===== config.mk =====
export PLATFORM = sky130hd
export DESIGN_NAME = ode_step_size_controller_unit
export DESIGN_NICKNAME = d
export VERILOG_FILES = /design/src/hdl/ossc_pkg.sv /design/src/hdl/ode_step_size_controller_unit.sv /design/src/hdl/ossc_normalizer.sv /design/src/hdl/ossc_root_rom.sv /design/src/hdl/ossc_mul_unit.sv
export SDC_FILE = /design/constraint.sdc
export NUM_CORES = 2
export LEC_CHECK = 0
export ABC_AREA = 1
export BUFFER_PORTS_ARGS = -buffer_cell sky130_fd_sc_hd__buf_4
export CORE_MARGIN = 2
export CORE_UTILIZATION = 53
export CTS_CLUSTER_DIAMETER = 30
export CTS_CLUSTER_SIZE = 14
export DETAILED_ROUTE_END_ITERATION = 12
export PLACE_DENSITY_LB_ADDON = 0.25
export SLEW_MARGIN = 20
export SYNTH_ARGS = -nofsm -noshare
export SYNTH_HDL_FRONTEND = slang
export SYNTH_HIERARCHICAL = 1
export SYNTH_SLANG_ARGS = --single-unit

===== constraint.sdc =====
create_clock -name i_clk -period 11.3 [get_ports i_clk]
set_input_delay 0.565 -clock i_clk [delete_from_list [all_inputs] [get_ports i_clk]]
set_output_delay 0.565 -clock i_clk [all_outputs]
set_load 0.005 [all_outputs]

===== src/hdl/ossc_pkg.sv =====
// Shared types, constants and table functions of the step size controller.
`timescale 1ns / 1ps
package ossc_pkg;

    localparam int C_ROOT_TABLE_BITS = 8;

    localparam int ERR_W   = 32;
    localparam int STEP_W  = 48;
    localparam int ROOT_W  = 17;
    localparam int SCALE_W = 20;
    localparam int MUL_A_W = 34;
    localparam int MUL_B_W = 20;
    localparam int MUL_P_W = MUL_A_W + MUL_B_W;
    localparam int LZ_W    = 5;
    localparam int EXP_W   = 6;
    localparam int ACC_W   = 52;
    localparam int SUM_W   = ACC_W + 1;

    // Scale constants, unsigned Q4.16
    localparam logic [SCALE_W-1:0] SC_ONE  = 20'd65536;
    localparam logic [SCALE_W-1:0] SC_MIN  = 20'd21823;
    localparam logic [SCALE_W-1:0] SC_MAX  = 20'd393216;
    localparam logic [SCALE_W-1:0] SC_NINE = 20'd58982;

    localparam logic [ERR_W-1:0]  ERR_ONE  = 32'd65536;
    localparam logic [STEP_W-1:0] STEP_MAX = 48'hFFFF_FFFF_FFFF;

    typedef struct packed {
        logic [ERR_W-1:0]  error_estimate;
        logic [STEP_W-1:0] tried_step;
    } t_in_item;

    typedef struct packed {
        logic              step_accepted;
        logic [STEP_W-1:0] new_step;
        logic              step_saturated;
    } t_out_item;

    typedef struct packed {
        logic            done;
        logic [LZ_W-1:0] lead_zeros;
    } t_norm_status;

    typedef enum logic [3:0] {
        S_IDLE,
        S_NORM,
        S_ROOT,
        S_MUL_TR,
        S_MUL_NINE,
        S_SCALE,
        S_MUL_HI,
        S_MUL_LO,
        S_DONE
    } t_seq_state;

    // 2^(r/8) in Q1.16, rounded to nearest
    function automatic logic [ROOT_W-1:0] pow2_eighth(input logic [2:0] r);
        logic [ROOT_W-1:0] v;
        case (r)
            3'd0:    v = 17'd65536;
            3'd1:    v = 17'd71468;
            3'd2:    v = 17'd77936;
            3'd3:    v = 17'd84990;
            3'd4:    v = 17'd92682;
            3'd5:    v = 17'd101070;
            3'd6:    v = 17'd110218;
            3'd7:    v = 17'd120194;
            default: v = 17'd65536;
        endcase
        return v;
    endfunction

    function automatic longint unsigned sq16(input longint unsigned a);
        return (a * a + 64'd32768) >> 16;
    endfunction

    // Largest y in [0, 1.0] (Q1.16) whose eighth power stays at or below the
    // reciprocal of the bucket midpoint; evaluated at elaboration only.
    function automatic logic [ROOT_W-1:0] root_entry(input int unsigned bits,
                                                      input int unsigned idx);
        longint unsigned lo;
        longint unsigned hi;
        longint unsigned mid;
        longint unsigned mult;
        longint unsigned lim;
        longint unsigned p8;
        lo   = 64'd0;
        hi   = 64'd65536;
        mult = (64'd1 << (bits + 1)) + 64'd2 * longint'(idx) + 64'd1;
        lim  = 64'd1 << (17 + bits);
        while (lo < hi) begin
            mid = (lo + hi + 64'd1) >> 1;
            p8  = sq16(sq16(sq16(mid)));
            if (p8 * mult <= lim) begin
                lo = mid;
            end else begin
                hi = mid - 64'd1;
            end
        end
        return lo[ROOT_W-1:0];
    endfunction

endpackage


===== src/hdl/ode_step_size_controller_unit.sv =====
// Top level of the step size controller: sequencer around a shared multiplier.
`timescale 1ns / 1ps
// Takes one beat of (error_estimate Q16.16, tried_step Q16.32) and returns one beat of
// (step_accepted, new_step Q16.32, step_saturated). The step is accepted when the error
// is at most 1.0; the scale 0.9*error^(-1/8) comes from a root table indexed by the
// normalised error and a 2^(r/8) factor, clamped to [0.333, 6] (capped at 1.0 after a
// rejected step; rejects only hold the lower bound). Each item runs through a five-step
// normaliser, a table read and four passes through the single shared multiplier; a zero
// error skips the normaliser, the table and the first two passes. The input stalls until
// the result is registered. The result sits in an output register, so a new beat is taken
// while an earlier result waits; the next result is held back until that register is free.
module ode_step_size_controller_unit #(
    parameter int ROOT_TABLE_BITS = ossc_pkg::C_ROOT_TABLE_BITS
) (
    input  logic                  i_clk,
    input  logic                  i_rst_n,
    input  logic                  i_in_valid,
    output logic                  o_in_stall,
    input  ossc_pkg::t_in_item    i_in,
    output logic                  o_out_valid,
    input  logic                  i_out_stall,
    output ossc_pkg::t_out_item   o_out
);
    import ossc_pkg::*;

    t_seq_state        r_state, n_state;
    logic              r_out_valid, n_out_valid;
    logic              r_last_rej, n_last_rej;

    t_out_item         r_out, n_out;
    logic [STEP_W-1:0] r_step_in, n_step_in;
    logic              r_accept, n_accept;
    logic              r_zero, n_zero;
    logic [EXP_W-1:0]  r_u, n_u;
    logic [SCALE_W-1:0] r_scale, n_scale;
    logic [ACC_W-1:0]  r_acc, n_acc;

    t_norm_status      w_norm_stat;
    logic [ERR_W-1:0]  w_mant;
    logic              w_norm_load;
    logic [ROOT_W-1:0] w_root;
    logic [MUL_A_W-1:0] w_mul_a;
    logic [MUL_B_W-1:0] w_mul_b;
    logic [MUL_P_W-1:0] w_prod;

    logic [EXP_W-1:0]   w_sh;
    logic [MUL_P_W-1:0] w_shifted;
    logic [SCALE_W-1:0] w_scale;
    logic [SUM_W-1:0]   w_sum;
    logic               w_sat;
    logic [STEP_W-1:0]  w_res;
    logic               w_in_take;

    assign w_in_take   = (r_state == S_IDLE) && i_in_valid;
    assign w_norm_load = w_in_take && (i_in.error_estimate != '0);

    ossc_normalizer u_norm (
        .i_clk    (i_clk),
        .i_rst_n  (i_rst_n),
        .i_load   (w_norm_load),
        .i_value  (i_in.error_estimate),
        .o_status (w_norm_stat),
        .o_mant   (w_mant)
    );

    ossc_root_rom #(
        .ROOT_TABLE_BITS (ROOT_TABLE_BITS)
    ) u_root (
        .i_clk  (i_clk),
        .i_addr (w_mant[ERR_W-2 -: ROOT_TABLE_BITS]),
        .o_data (w_root)
    );

    ossc_mul_unit u_mul (
        .i_clk  (i_clk),
        .i_a    (w_mul_a),
        .i_b    (w_mul_b),
        .o_prod (w_prod)
    );

    // Multiplier operand selection per sequencer step
    always_comb begin
        case (r_state)
            S_MUL_TR: begin
                w_mul_a = MUL_A_W'(w_root);
                w_mul_b = MUL_B_W'(pow2_eighth(r_u[2:0]));
            end
            S_MUL_NINE: begin
                w_mul_a = w_prod[MUL_A_W-1:0];
                w_mul_b = SC_NINE;
            end
            S_MUL_HI: begin
                w_mul_a = MUL_A_W'(r_step_in[STEP_W-1:16]);
                w_mul_b = r_scale;
            end
            S_MUL_LO, S_DONE: begin
                w_mul_a = MUL_A_W'(r_step_in[15:0]);
                w_mul_b = r_scale;
            end
            default: begin
                w_mul_a = '0;
                w_mul_b = '0;
            end
        endcase
    end

    // Scale from the triple product, then clamp
    always_comb begin
        w_sh      = 6'd34 - {3'b000, r_u[5:3]};
        w_shifted = w_prod >> w_sh;
        w_scale   = r_zero ? SC_MAX : w_shifted[SCALE_W-1:0];
        if (r_accept) begin
            if (w_scale > SC_MAX) begin
                w_scale = SC_MAX;
            end
            if (w_scale < SC_MIN) begin
                w_scale = SC_MIN;
            end
            if (r_last_rej && (w_scale > SC_ONE)) begin
                w_scale = SC_ONE;
            end
        end else if (w_scale < SC_MIN) begin
            w_scale = SC_MIN;
        end
    end

    // Final step: high partial product plus the shifted low partial product
    always_comb begin
        w_sum = SUM_W'(r_acc) + SUM_W'(w_prod[35:16]);
        w_sat = |w_sum[SUM_W-1:STEP_W];
        w_res = w_sat ? STEP_MAX : w_sum[STEP_W-1:0];
    end

    always_comb begin
        n_state     = r_state;
        n_out_valid = r_out_valid;
        n_last_rej  = r_last_rej;
        n_out       = r_out;
        n_step_in   = r_step_in;
        n_accept    = r_accept;
        n_zero      = r_zero;
        n_u         = r_u;
        n_scale     = r_scale;
        n_acc       = r_acc;

        if (r_out_valid && !i_out_stall) begin
            n_out_valid = 1'b0;
        end

        case (r_state)
            S_IDLE: begin
                if (i_in_valid) begin
                    n_step_in = i_in.tried_step;
                    n_accept  = i_in.error_estimate <= ERR_ONE;
                    n_zero    = i_in.error_estimate == '0;
                    n_state   = (i_in.error_estimate == '0) ? S_SCALE : S_NORM;
                end
            end
            S_NORM: begin
                if (w_norm_stat.done) begin
                    n_u     = EXP_W'(w_norm_stat.lead_zeros) + 6'd1;
                    n_state = S_ROOT;
                end
            end
            S_ROOT:     n_state = S_MUL_TR;
            S_MUL_TR:   n_state = S_MUL_NINE;
            S_MUL_NINE: n_state = S_SCALE;
            S_SCALE: begin
                n_scale = w_scale;
                n_state = S_MUL_HI;
            end
            S_MUL_HI:   n_state = S_MUL_LO;
            S_MUL_LO: begin
                n_acc   = w_prod[ACC_W-1:0];
                n_state = S_DONE;
            end
            S_DONE: begin
                // hold until the output register is free or being emptied
                if (!r_out_valid || !i_out_stall) begin
                    n_out.step_accepted  = r_accept;
                    n_out.new_step       = w_res;
                    n_out.step_saturated = w_res == STEP_MAX;
                    n_out_valid          = 1'b1;
                    n_last_rej           = !r_accept;
                    n_state              = S_IDLE;
                end
            end
            default:    n_state = S_IDLE;
        endcase
    end

    always_ff @(posedge i_clk) begin
        if (!i_rst_n) begin
            r_state     <= S_IDLE;
            r_out_valid <= 1'b0;
            r_last_rej  <= 1'b0;
        end else begin
            r_state     <= n_state;
            r_out_valid <= n_out_valid;
            r_last_rej  <= n_last_rej;
        end
    end

    always_ff @(posedge i_clk) begin
        r_out     <= n_out;
        r_step_in <= n_step_in;
        r_accept  <= n_accept;
        r_zero    <= n_zero;
        r_u       <= n_u;
        r_scale   <= n_scale;
        r_acc     <= n_acc;
    end

    assign o_in_stall  = r_state != S_IDLE;
    assign o_out_valid = r_out_valid;
    assign o_out       = r_out;

endmodule


===== src/hdl/ossc_normalizer.sv =====
// Iterative leading-zero normaliser: one conditional shift of 16, 8, 4, 2, 1 per cycle.
`timescale 1ns / 1ps
module ossc_normalizer (
    input  logic                        i_clk,
    input  logic                        i_rst_n,
    input  logic                        i_load,
    input  logic [ossc_pkg::ERR_W-1:0]  i_value,
    output ossc_pkg::t_norm_status      o_status,
    output logic [ossc_pkg::ERR_W-1:0]  o_mant
);
    import ossc_pkg::*;

    localparam int STEPS = 5;
    localparam logic [2:0] LAST_STEP = 3'(STEPS - 1);

    logic             r_busy, n_busy;
    logic             r_done, n_done;
    logic [2:0]       r_step, n_step;
    logic [LZ_W-1:0]  r_lz, n_lz;
    logic [ERR_W-1:0] r_mant, n_mant;

    logic [LZ_W-1:0]  w_sh;
    logic [ERR_W-1:0] w_top_mask;
    logic             w_top_zero;

    always_comb begin
        w_sh       = LZ_W'(5'd16 >> r_step);
        w_top_mask = ~({ERR_W{1'b1}} >> w_sh);
        w_top_zero = (r_mant & w_top_mask) == '0;

        n_busy = r_busy;
        n_done = 1'b0;
        n_step = r_step;
        n_lz   = r_lz;
        n_mant = r_mant;
        if (i_load) begin
            n_busy = 1'b1;
            n_step = '0;
            n_lz   = '0;
            n_mant = i_value;
        end else if (r_busy) begin
            if (w_top_zero) begin
                n_mant = r_mant << w_sh;
                n_lz   = r_lz + w_sh;
            end
            n_step = r_step + 3'd1;
            if (r_step == LAST_STEP) begin
                n_busy = 1'b0;
                n_done = 1'b1;
            end
        end
    end

    always_ff @(posedge i_clk) begin
        if (!i_rst_n) begin
            r_busy <= 1'b0;
            r_done <= 1'b0;
            r_step <= '0;
        end else begin
            r_busy <= n_busy;
            r_done <= n_done;
            r_step <= n_step;
        end
    end

    always_ff @(posedge i_clk) begin
        r_lz   <= n_lz;
        r_mant <= n_mant;
    end

    assign o_status.done       = r_done;
    assign o_status.lead_zeros = r_lz;
    assign o_mant              = r_mant;

endmodule


===== src/hdl/ossc_root_rom.sv =====
// Constant table of eighth roots of the reciprocal bucket midpoints, with registered read.
`timescale 1ns / 1ps
module ossc_root_rom #(
    parameter int ROOT_TABLE_BITS = ossc_pkg::C_ROOT_TABLE_BITS
) (
    input  logic                         i_clk,
    input  logic [ROOT_TABLE_BITS-1:0]   i_addr,
    output logic [ossc_pkg::ROOT_W-1:0]  o_data
);
    import ossc_pkg::*;

    localparam int DEPTH = 1 << ROOT_TABLE_BITS;

    logic [ROOT_W-1:0] w_rom [0:DEPTH-1];
    logic [ROOT_W-1:0] r_data;

    for (genvar gi = 0; gi < DEPTH; gi++) begin : g_entry
        localparam logic [ROOT_W-1:0] ENTRY = root_entry(ROOT_TABLE_BITS, gi);
        assign w_rom[gi] = ENTRY;
    end

    always_ff @(posedge i_clk) begin
        r_data <= w_rom[i_addr];
    end

    assign o_data = r_data;

endmodule


===== src/hdl/ossc_mul_unit.sv =====
// Shared unsigned multiplier with registered product.
`timescale 1ns / 1ps
module ossc_mul_unit (
    input  logic                          i_clk,
    input  logic [ossc_pkg::MUL_A_W-1:0]  i_a,
    input  logic [ossc_pkg::MUL_B_W-1:0]  i_b,
    output logic [ossc_pkg::MUL_P_W-1:0]  o_prod
);
    import ossc_pkg::*;

    logic [MUL_P_W-1:0] r_prod;

    always_ff @(posedge i_clk) begin
        r_prod <= MUL_P_W'(i_a) * MUL_P_W'(i_b);
    end

    assign o_prod = r_prod;

endmodule


; ---- Word level (Yosys, flattened, before mapping)
; Memories as Yosys holds them, arrays and structs flattened. A register that Yosys moved wholly into a read port is not among the register bits.
; Cells that the tools add are included.
[op_classes]
add_sub_neg = 5
n_mul = 1
magnitude_cmp = 5
eq_ne = 13
n_shift = 4
mux = 27
n_bitwise = 5
n_reduce_logical = 26
[op_table]
columns = op, count
row1 = $mux W20, 8
row2 = $pmux W34 S4, 1
row3 = $mux W32, 3
row4 = $logic_not A32 Y1, 2
row5 = $pmux W20 S3, 1
row6 = $mul A34 B20 Y54, 1
row7 = $shr A54 B6 Y20, 1
row8 = $add A52 B20 Y53, 1
row9 = $eq A48 B48 Y1 const B, 1
row10 = $mux W48, 1
row11 = $lt A20 B15 Y1 const B, 2
row12 = $pmux W4 S9, 1
row13 = $and A32 B32 Y32, 1
row14 = $le A32 B17 Y1 const B, 1
row15 = $not A32 Y32, 1
row16 = $reduce_bool A32 Y1, 1
row17 = $shl A32 B5 Y32, 1
row18 = $shr A32 B5 Y32 const A, 1
row19 = $gt A20 B17 Y1 const B, 1
row20 = $gt A20 B19 Y1 const B, 1
row21 = $eq A4 B3 Y1 const B, 4
row22 = $mux W4, 3
row23 = $reduce_and A2 Y1, 5
row24 = $not A8 Y9, 1
row25 = 24 further kinds, 42
[totals]
register_bits = 280
rom_bits = 4472
in_bits = 84
output_inout_bits = 52
word_cells = 106
mem_count = 2
[mem_list]
columns = memory, depth, word_bits, rd, rd_ports_with_merged_regs, wr, line_no
row1 = (no name shown), 256, 17, 1, 1, 0, ossc_root_rom.sv:23  ; r_data <= w_rom[i_addr];
row2 = (no name shown), 8, 15, 1, 1, 0, ossc_pkg.sv:59  ; case (r)

; ---- Longest topological paths before layout
[depth]
word_depth = 13
depth_mapped = 40
depth_no_buf = 37

; ---- By module
; Netlist, hierarchy kept.
[by_module_without_submodules]
columns = mod, n_inst, cells_each, area_each_um2, seq_area_each_um2
row1 = ossc_mul_unit, 1, 3403, 24920.2, 1081.0
row2 = ode_step_size_controller_unit, 1, 1612, 12622.1, 5745.5
row3 = ossc_normalizer, 1, 608, 3918.8, 1161.1
row4 = ossc_root_rom, 1, 629, 3121.7, 260.2

; ---- Worst setup path before layout
; Ideal clock, no wire load.
[synth_path]
path_type = register -> register
start = register r_state[1]
end = register u_mul.r_prod[45] (netlist: u_mul/o_prod[45])
setup_time_ns = 0.113
arrival_time_ns = 9.028
required_ns = 11.187
setup_slack_ns = 2.159
path_stages_with_launch = 34
path_buffers = 3
synth_period_minus_slack_ns = 9.141
path_cell_list = dfxtp_1 nand2_1 nor2_1 nor2_1 clkinv_1 nor2_1 inv_1 clkbuf_1 a221o_1 clkbuf_1 clkbuf_1 nand2_1 fa_1 inv_1 fa_1 inv_1 fa_1 inv_1 fa_1 fa_1 fa_1 inv_1 fa_1 inv_1 ha_1 nand2_1 nor2_1 inv_1 nor2_4 nand3_1 nor2_1 nand2_1 nand4_1 nand2_1
[synth_via]
elab_chain_len = 4
elab_cells_between_ends = 10
classes_between = mul: 1 / eq/ne: 5 / mux: 2 / reduce/logical: 2
[synth_rtl]
columns = item, line_no
row1 = from (decl), ode_step_size_controller_unit.sv:26  ; t_seq_state r_state, n_state;
row2 = from (signal assigned), ode_step_size_controller_unit.sv:198  ; r_state <= n_state;
row3 = $eq A4 B4 Y1 or $eq A4 B3 Y1 (tied branches), ode_step_size_controller_unit.sv:83  ; case (r_state)
row4 = $reduce_or A3 Y1 (no line), -
row5 = $pmux W20 S3 (*), ode_step_size_controller_unit.sv:83
row6 = net w_mul_b[5], ode_step_size_controller_unit.sv:43  ; logic [MUL_B_W-1:0] w_mul_b;
row7 = $mul A34 B20 Y54 (*), ossc_mul_unit.sv:14  ; r_prod <= MUL_P_W'(i_a) * MUL_P_W'(i_b);
row8 = to (signal assigned), ossc_mul_unit.sv:14
row9 = to (decl), ossc_mul_unit.sv:11  ; logic [MUL_P_W-1:0] r_prod;
; Mark *: on every way through the listed nets, which the timed path passes. The rest lies on a longest branch.
; A chain may end at the register's enable or synchronous reset.

; ---- Worst setup path after layout
[layout_path]
start = register r_state[0]
end = register u_mul.r_prod[47] (netlist: u_mul/o_prod[47])
; Same word-level chain as after synthesis.

==> flow_metrics.py <==
metrics = {
    "run_status": {
        "outcome": "complete, no violations",
    },
    "drt": {
        "drc": 0,
        "first_pass_iters": 6,
        "drt_wl_total_um": 146000,
        "antenna_left": 0,
        "drt_iter0_markers": 3668,
        "routedWlPerCell_um": 19.8,
        "vias": 40400,
        "via_per_inst": 5.46,
    },
    "logic_synthesis": {
        "ys_ff_latch": 307,
        "synth.avg_cell_area_um2": 7.13,
        "synth_area_leaders": "fa_1 26%, nand2_1 18%, edfxtp_1 14%",
        "synth_flop_cell": "edfxtp_1",
        "netlist_instances": 6252,
        "syn_area_um2": 44600,
        "ys_seq_area_share_pct": 18.5,
        "synth_enable_flop_cells": 210,
        "ys_warn_count": 6,
        "ys_async_sr_fraction_pct": 0,
        "synth_top_area_share_pct": 25.7,
        "synth_top_area_cell": "fa_1",
        "yosysUniqueCellTypes": 62,
    },
    "grt": {
        "grt_use_total_pct": 34.2,
        "grt_pass1_vias": 39200,
        "globalRoute.totalOverflow": 0,
        "grt_max_degree": 55,
        "grt_pass1_wl_um": 227000,
        "antenna_found_initial": 2,
    },
    "die": {
        "start_util_pct": 53.4,
        "die_w_um": 294,
        "fp-row-count": 106,
        "dieArea_um2": 86500,
        "core_area_um2": 83400,
        "io_pins": 136,
        "die_height_um": 294,
    },
    "clocking": {
        "clock-sinks": 307,
        "cts_tree": "done",
        "clk_pin_slew_ns": 0.05,
        "post_cts_resized": 0,
        "numCtsBuffers": 67,
        "clk_path_buf_depth": 3,
        "postCtsSetupBuffers": 0,
        "hold_buffers": 0,
        "htreeDepth": 3,
        "cts_root_buf": "clkbuf_16",
        "clk_latency_ns": 0.61,
    },
    "cells_and_area": {
        "finalInstanceArea_um2": 48600,
        "syn2layout_area_growth_pct": 8.98,
        "nets": 7130,
        "antenna_cells": 0,
        "layout-drive-gt1-share_pct": 7.34,
        "fin_cells": 7388,
        "final_util_pct": 58.2,
    },
    "setup_path": {
        "worstPathArrival_ns": 9.24,
        "crit_fanout": 25,
        "slowest_stage": "a221o_1",
        "crit_path_max_incr_delay_ns": 0.60,
        "rr_startpoint": "r_state[0]$_SDFFE_PN0P_",
        "worst_path_most_repeated_cell": "inv_1",
        "r2r_setup_slack_ns": 2.55,
        "crit_path_end_kind": "register",
        "cp-startpoint": "r_state[0]$_SDFFE_PN0P_",
        "required_ns": 11.79,
        "crit_type": "reg -> reg",
        "cp-start-kind": "register",
    },
    "sta": {
        "fin_crit_sh_pct": 77.4,
        "setup_viol": 0,
        "fin_ws_ns": 2.55,
        "relSlewSlack_pct": 24.3,
        "fmax_ghz": 0.114,
        "tns_ns": 0,
        "hold_viol_final": 0,
        "fin_skew_ns": 0.0421,
        "min_period_ns": 8.75,
        "drv_slew": 0,
        "rsz0062_at_grt": "false",
        "tightest_slew_ns": 1.13,
        "timing.hold.ws_ns": 0.136,
    },
    "placed_design": {
        "pre_cts_ws_ns": 2.55,
        "place_congestion": 0.997,
        "placed_area_um2": 46200,
        "dp_cells": 7265,
        "port_buffers": 135,
        "dpl.hpwl_um": 113000,
    },
    "min_path": {
        "hold_path.class": "in -> reg",
        "hold_start": "i_in[33]",
    },
    "flow_run": {
        "maxCapViolations": 0,
    },
    "power_and_ir_drop": {
        "power_mw": 5.66,
        "leakage_nw": 26.9,
        "ir_worst_vdd_v": 0.000183,
        "power-per-cell-area_nw_per_um2": 116,
    },
}
==> worst max-delay path: cells and delay by family, from the launching register on <==
family | cells | cell delay [ns]
AO/OA/AOI/OAI | 1 | 0.60
adder cells (fa/ha/maj) | 8 | 3.84
buffers and inverters | 10 | 1.84
flip-flops | 1 | 0.33
AND/OR/NAND/NOR | 13 | 2.00
==> cells by family after synthesis <==
logic type | share of synthesized area, %
adder cells (fa/ha/maj) | 31.9
multiplexers | 0.0898
AND/OR/NAND/NOR | 27.7
AO/OA/AOI/OAI | 5.63
flip-flops | 18.5
buffers and inverters | 14.5
XOR/XNOR | 1.73
other | 0.0168
==> metal layers <==
| metal | wire [µm] | global-route usage [%] | vias to the layer above |
|---|---|---|---|
| li1 | - | - | 18900 |
| met1 | 62800 | 47.9 | 19400 |
| met2 | 66200 | 54.0 | 1814 |
| met3 | 12200 | 5.31 | 298 |
| met4 | 5270 | 11.7 | 0 |
| met5 | 0 | 0 | - |
==> worst paths after layout <==
| path | cells past startpoint | end |
|---|---|---|
| max reg2reg | 32 | u_mul/o_prod[47]$_DFF_P_ |
| min reg2reg | 0 | r_acc[5]$_DFFE_PP_ |
| min | 1 | r_step_in[33]$_DFFE_PP_ |
| max | 32 | u_mul/o_prod[47]$_DFF_P_ |
==> sequential cells by signal (all words and copies together) (netlist names), 3 cells and up, named ones only <==
name	cells
r_u	6
r_scale	20
u_norm/r_step	3
r_acc	52
r_step_in	48
o_out	50
u_mul/o_prod	54
r_state	4
u_norm/o_mant	32
u_root/o_data	13
u_norm/r_lz	5
==> layout by cell type (no fill, tap or decap), drive strengths merged, types with 9 or more instances in the layout <==
master  netlist  layout
o21ai       196     196
a31oi        12      12
o21bai       11      11
buf          94     208
nand3       426     426
or2          25      25
nand2      2108    2108
a22o         16      16
clkbuf      183      76
edfxtp      210     210
nor2        310     310
fa          573     573
inv        1358    1369
nor4         19      19
a21oi       126     126
clkinv        5      33
a22oi         9       9
nand4        50      50
xnor2        20      20
dfxtp        97      97
nor3         42      42
ha          219     219
o211ai       17      17
xor2         68      68
==> synth_stat cells (all sizes together), types with 4 or more instances <==
master,n
inv,1358
nand3,426
xor2,68
edfxtp,210
clkbuf,183
a22oi,9
o211ai,17
dfxtp,97
o21bai,11
clkinv,5
nor3,42
mux2i,4
nor4,19
nand4,50
a21o,6
o21ai,196
nand2,2108
fa,573
or2,25
buf,94
o22ai,7
nor2,310
xnor2,20
ha,219
and2,4
o41ai,5
a21boi,6
o21a,4
a221o,8
a21oi,126
a31oi,12
a22o,16
==> power by group <==
part	switching (mW)	leakage [nW]	total (mW)	internal [mW]
Clock	0.690	1.16	2.02	1.33
Sequential	0.128	2.72	1.49	1.37
Combinational	1.59	23.0	2.14	0.555
==> layout make-up <==
type / instances / area, µm²
clock buffers: 76 / 1810
clock inverters: 47 / 548
fillers: 7873 / 34800
inverters: 1363 / 5120
multi-input cells: 4307 / 30000
flip-flops and latches: 307 / 8250
well taps: 1080 / 1350
repair buffers: 208 / 1560
Power figures use the tool's default switching activity.
